**src/rtl/vpmw_pkg.sv**
```systemverilog
// types, codes and byte functions for the planar video memory write unit
// no dependencies
package vpmw_pkg;

    localparam int NUM_PLANES = 4;
    localparam int WORD_W     = 32;
    localparam int CFG_IDX_W  = 3;
    localparam int CFG_DATA_W = 8;

    // configuration register indexes
    localparam logic [CFG_IDX_W-1:0] REG_PLANE_WRITE_MASK = 3'd0;
    localparam logic [CFG_IDX_W-1:0] REG_FILL_VALUE       = 3'd1;
    localparam logic [CFG_IDX_W-1:0] REG_FILL_ENABLE      = 3'd2;
    localparam logic [CFG_IDX_W-1:0] REG_ROTATE_COUNT     = 3'd3;
    localparam logic [CFG_IDX_W-1:0] REG_LOGIC_FUNCTION   = 3'd4;
    localparam logic [CFG_IDX_W-1:0] REG_WRITE_MODE       = 3'd5;
    localparam logic [CFG_IDX_W-1:0] REG_BIT_MASK         = 3'd6;

    localparam logic [1:0] LOGIC_REPLACE = 2'd0;
    localparam logic [1:0] LOGIC_AND     = 2'd1;
    localparam logic [1:0] LOGIC_OR      = 2'd2;
    localparam logic [1:0] LOGIC_XOR     = 2'd3;

    localparam logic [1:0] MODE_ROTATE = 2'd0;
    localparam logic [1:0] MODE_LATCH  = 2'd1;
    localparam logic [1:0] MODE_COLOUR = 2'd2;
    localparam logic [1:0] MODE_MASKED = 2'd3;

    localparam logic KIND_READ  = 1'b0;
    localparam logic KIND_WRITE = 1'b1;

    typedef struct packed {
        logic [3:0] plane_write_mask;
        logic [3:0] fill_value;
        logic [3:0] fill_enable;
        logic [2:0] rotate_count;
        logic [1:0] logic_function;
        logic [1:0] write_mode;
        logic [7:0] bit_mask;
    } cfg_t;

    function automatic logic [7:0] rotr8(input logic [7:0] v, input logic [2:0] n);
        logic [15:0] dbl;
        begin
            dbl = {v, v} >> n;
            return dbl[7:0];
        end
    endfunction

    function automatic logic [7:0] apply_logic(input logic [1:0] op, input logic [7:0] v,
                                               input logic [7:0] latch);
        logic [7:0] r;
        begin
            case (op)
                LOGIC_AND: r = v & latch;
                LOGIC_OR:  r = v | latch;
                LOGIC_XOR: r = v ^ latch;
                default:   r = v;
            endcase
            return r;
        end
    endfunction

endpackage

```
**src/rtl/vpmw_write_merge.sv**
```systemverilog
// builds the new plane bytes and byte enables for a write item
// depends on vpmw_pkg
module vpmw_write_merge (
    input  vpmw_pkg::cfg_t cfg,
    input  logic [31:0]    latches,
    input  logic [7:0]     data,
    output logic [31:0]    wr_word,
    output logic [3:0]     wr_be
);
    import vpmw_pkg::*;

    logic [7:0] rot;

    assign rot   = rotr8(data, cfg.rotate_count);
    assign wr_be = cfg.plane_write_mask;

    always_comb begin
        wr_word = '0;
        for (int p = 0; p < NUM_PLANES; p++) begin
            logic [7:0] latch;
            logic [7:0] fill;
            logic [7:0] v;
            logic [7:0] t;
            latch = latches[8*p +: 8];
            fill  = cfg.fill_value[p] ? 8'hFF : 8'h00;
            v     = '0;
            t     = '0;
            case (cfg.write_mode)
                MODE_ROTATE: begin
                    v = cfg.fill_enable[p] ? fill : rot;
                    v = apply_logic(cfg.logic_function, v, latch);
                    wr_word[8*p +: 8] = (~cfg.bit_mask & v) | (cfg.bit_mask & latch);
                end
                MODE_LATCH: begin
                    wr_word[8*p +: 8] = latch;
                end
                MODE_COLOUR: begin
                    if (cfg.fill_enable[p]) begin
                        v = data[p] ? 8'hFF : 8'h00;
                    end else begin
                        v = data;
                    end
                    v = apply_logic(cfg.logic_function, v, latch);
                    wr_word[8*p +: 8] = (~cfg.bit_mask & v) | (cfg.bit_mask & latch);
                end
                default: begin
                    t = rot & cfg.bit_mask;
                    wr_word[8*p +: 8] = (~t & fill) | (t & latch);
                end
            endcase
        end
    end

endmodule

```
**config.mk**
```make
export PLATFORM = sky130hd
export DESIGN_NAME = vpmw_write_merge
export DESIGN_NICKNAME = d
export VERILOG_FILES = /design/src/rtl/vpmw_pkg.sv /design/src/rtl/vpmw_write_merge.sv
export SDC_FILE = /design/constraint.sdc
export NUM_CORES = 1
export LEC_CHECK = 0
export BUFFER_PORTS_ARGS = -buffer_cell sky130_fd_sc_hd__buf_2
export CAP_MARGIN = 10
export CORE_ASPECT_RATIO = 0.6
export CORE_MARGIN = 1.5
export CORE_UTILIZATION = 51
export DETAILED_ROUTE_END_ITERATION = 7
export GPL_ROUTABILITY_DRIVEN = 1
export PLACE_DENSITY = 0.73
export RECOVER_POWER = 25
export SYNTH_ARGS = -nofsm -noshare
export SYNTH_HDL_FRONTEND = slang
export SYNTH_SLANG_ARGS = --single-unit
```
**constraint.sdc**
```tcl
create_clock -name vclk -period 3.5
set_input_delay 0.35 -clock vclk [all_inputs]
set_output_delay 0.35 -clock vclk [all_outputs]
set_load 0.01 [all_outputs]
```
======== Word level (Yosys, flattened, before mapping) ========
Cells that the tools add are included.
word-level totals
  flip-flop bits (word level) ............. 0
  output and inout port bits .............. 36
operators by class
  eq/ne operators ......................... 5
  shifts and indexed selects .............. 1
  multiplexer cells ....................... 40
  bitwise operators ....................... 59
  reductions and logical operators ........ 1
operators by type and width
  cell                  number
  $pmux W8 S3           12
  $and A8 B8 Y8         29
  $mux W8               28
  $or A8 B8 Y8          20
  $xor A8 B8 Y8         8
  $not A8 Y8            2
  $shr A16 B3 Y8        1
  $eq A2 B2 Y1 const B  3
  $eq A2 B1 Y1 const B  2
  $logic_not A2 Y1      1

======== Depth between registers and ports, before layout ========
  depth in word-level cells ............... 9
  mapped depth ............................ 13
  depth with buffers taken out ............ 11

======== Worst setup path before layout ========
Ideal clock, no wire load.
  path kind ............................... input port to output port
  from .................................... input cfg[13] (netlist name)
  to ...................................... output wr_word[17]
  arrival time ............................ 2.815 ns
  slack ................................... 0.335 ns
  cell stages on the path ................. 11
  cells stage by stage .................... buf_2 -> mux4_2 -> mux2_2 -> buf_6 -> o21ai_0 -> ha_1 -> mux2i_1 -> o22a_1 -> o21ai_0 -> o221a_2 -> a221o_1
between the ends
  longest elaborated chain between the ends .. 8
  elaborated cells on any way between the ends .. 15
  those cells by class .................... shift (1); mux (4); bitwise (10)
RTL lines
  item                                   line                    text
  from (decl)                            vpmw_write_merge.sv:4   input vpmw_pkg::cfg_t cfg,
  $shr A16 B3 Y8 *                       vpmw_pkg.sv:45          dbl = {v, v} >> n;
  $mux W8                                vpmw_write_merge.sv:30  v = cfg.fill_enable[p] ? fill : rot;
  $xor A8 B8 Y8 (tied with other cells)  vpmw_pkg.sv:57          LOGIC_XOR: r = v ^ latch;
  $pmux W8 S3                            vpmw_pkg.sv:54          case (op)
  $mux W8                                vpmw_write_merge.sv:28  case (cfg.write_mode)
  $and A8 B8 Y8                          vpmw_write_merge.sv:32  wr_word[8*p +: 8] = (~cfg.bit_mask & v) | (cfg.bit_mask & latch);
  $or A8 B8 Y8                           vpmw_write_merge.sv:32
  $pmux W8 S3 *                          vpmw_write_merge.sv:28
  to (decl)                              vpmw_write_merge.sv:7   output logic [31:0] wr_word,
Every way passes the cells marked *; elsewhere a longest branch is shown, timed or not. The select of a mux whose other input is x is not followed.

======== Worst setup path in the final report ========
Ends and elaborated chain as after synthesis.

==> metrics.txt <==
global-route wire length before repair 34.7 mm; crit path kind primary input to output port; max-cap violations 0; DR DRC count 0; outcome completed; number of nets with antenna violations after routing 0; total stage count of the critical path 11; via count of the first global-routing pass 6151; net total in the final layout 1121; family with the most delay on the worst path compound AO/OA/AOI/OAI gates; growth of design area from synthesis to finish 11.3%; total core area 0.0121 sq mm; Ports 103; sort of element at the end of the critical path output port; number of nets produced by synthesis 1061; Static Leak 3.58 nW; proportion of netlist area held by the largest area contributor 25.2%; Die Span Y 89.5 microns; most frequent cell after synthesis sky130_fd_sc_hd__ha_1; cell types occupying the most area after synthesis sky130_fd_sc_hd__ha_1, sky130_fd_sc_hd__mux2i_1, sky130_fd_sc_hd__inv_1; Starting Density 52.5%; HPWL Detailed 16.9 mm; CP Launch Type primary input; number of hold violations in the final report 0; Clock Buffer Count 0; Setup WS pre-CTS 3.65 ps; total power draw 0.00106 W; met2 routed WL 8.64 mm; number of sequential cells in the layout 0; class of the tightest hold or removal check primary input to output port; Setup Total Neg Slack 0 ps; Routed Wire Length 22.4 mm; die area 0.0132 sq mm; Yosys warning total 0; achievable clock frequency 0.291 GHz; Post-Syn Area per Cell 7.34 sq um; fill cell instance count of the final layout 1153; post-layout utilization of the core 58.5%; via count 7117; DR iter-0 viols 900; Std-Cell Rows 31; final std cells w/o fill 1089; final worst path period share 98.1%; instance count after placement with tap cells included 1088; Antenna Cells 0; number of setup violations in the final report 0; Crit-path slowest cell sky130_fd_sc_hd__mux4_2; slew at the pin closest to its max-slew limit 748 ps; largest incremental delay on the critical path 540 ps; worst slew slack as a fraction of its limit 49.6%; Cell Chain, Critical Path buf_2 > mux4_2 > mux2_2 > o21ai_0 > ha_1 > mux2i_1 > o22a_1 > o21ai_0 > o221a_2 > a221o_1 > buf_2; overall track demand over capacity in global routing 33.2%; final weighted congestion in routability-driven placement 0.972; Max FO, Critical Path 8; 1st-pass router iterations 5; share of cells above drive strength 1 19.5%; M1 WL 10.2 mm; arrival time at the worst endpoint 3090 ps; maximum number of pins on one net before global-route repair 62; area of the mapped netlist 0.00636 sq mm; total power divided by cell area 150 mW/mm^2; time the worst path needs with I/O delays and setup 3440 ps; area taken by flip-flops and latches 0 sq um; top layer used by detailed routing met4; Hold Path Stages 0; largest area contributor in the synthesized netlist sky130_fd_sc_hd__ha_1; floorplan die width 147 microns; Routed WL per cell 20.5 microns; required time at the worst-slack endpoint 3150 ps; antenna violations before repair 0; Post-CTS Hold Fix Bufs 0; total gr overflow 0; routed vias/inst 6.54; post-layout worst setup margin 64.9 ps; crit path buf inv count 2; Slew Limit Fails 0; maximum vdd drop 63.9 uV; met3 wirelength from detailed routing 3.19 mm; post-synthesis cell count 866; sequential area share after synthesis 0%; Port Buf Inserts 95; top post-synthesis cells by count sky130_fd_sc_hd__ha_1, sky130_fd_sc_hd__inv_1, sky130_fd_sc_hd__mux2i_1; number of different library cells in the post-synthesis netlist 56; area taken by multi-input logic gates 0.00559 sq mm
==> layout by cell type, fill, tap and decap left out, drive strengths merged, types with 15 or more instances in the layout <==
master and count:
a211oi 16, a21oi 46, a221oi 15, buf 140, ha 128, inv 110
mux2 18, mux2i 76, nand2 70, nor2 15, o211ai 19, o21ai 66
o221ai 30, o22ai 20
==> final cells by class <==
type | instances | share of cell area, %
Multi-Input combinational cell | 672 | 79.0
Inverter | 111 | 5.89
Tap cell | 165 | 2.92
Timing Repair Buffer | 141 | 12.2
==> where the power goes <==
part	internal, W	switching [W]	total (W)
Clock	0	0	0
Sequential	0	0	0
Combinational	0.000426	0.000633	0.00106
==> cell families (layout without fill, tap and decap cells) <==
kind of cell / after synthesis / after routing / synth area share [%]
muxes: 104 / 104 / 19.2
AOI/OAI and AO/OA: 300 / 300 / 32.7
and+or+nand+nor: 140 / 140 / 10.4
buffers and inverters: 194 / 252 / 12.5
adders and majority gates: 128 / 128 / 25.2
==> path summary, 6_finish.rpt <==
path	start	to	slack, ps
max	cfg[13]	wr_word[17]	60
min	cfg[23]	wr_be[0]	700
==> metal layers <==
layer,GRT usage [%],vias to the layer above
li1,-,3301
met1,49.4,3277
met2,48.5,500
met3,7.96,39
met4,5.00,0
met5,0,-
==> stage by stage <==
step           area [sq um]  hold slack, ps
6_report               7070             700
5_1_grt                7070             700
4_1_cts                7050             700
3_5_place_dp           7050             700
3_3_place_gp           7050             700
2_1_floorplan          6360             792
==> repair_timing <==
action | in CTS | in global routing
pin swaps | 0 | 4
gates cloned | 0 | 0
setup buffers | 0 | 1
gates resized for setup | 1 | 11
setup endpoints to repair | 1 | 17
No activity file was read; power rests on OpenSTA's default activity.
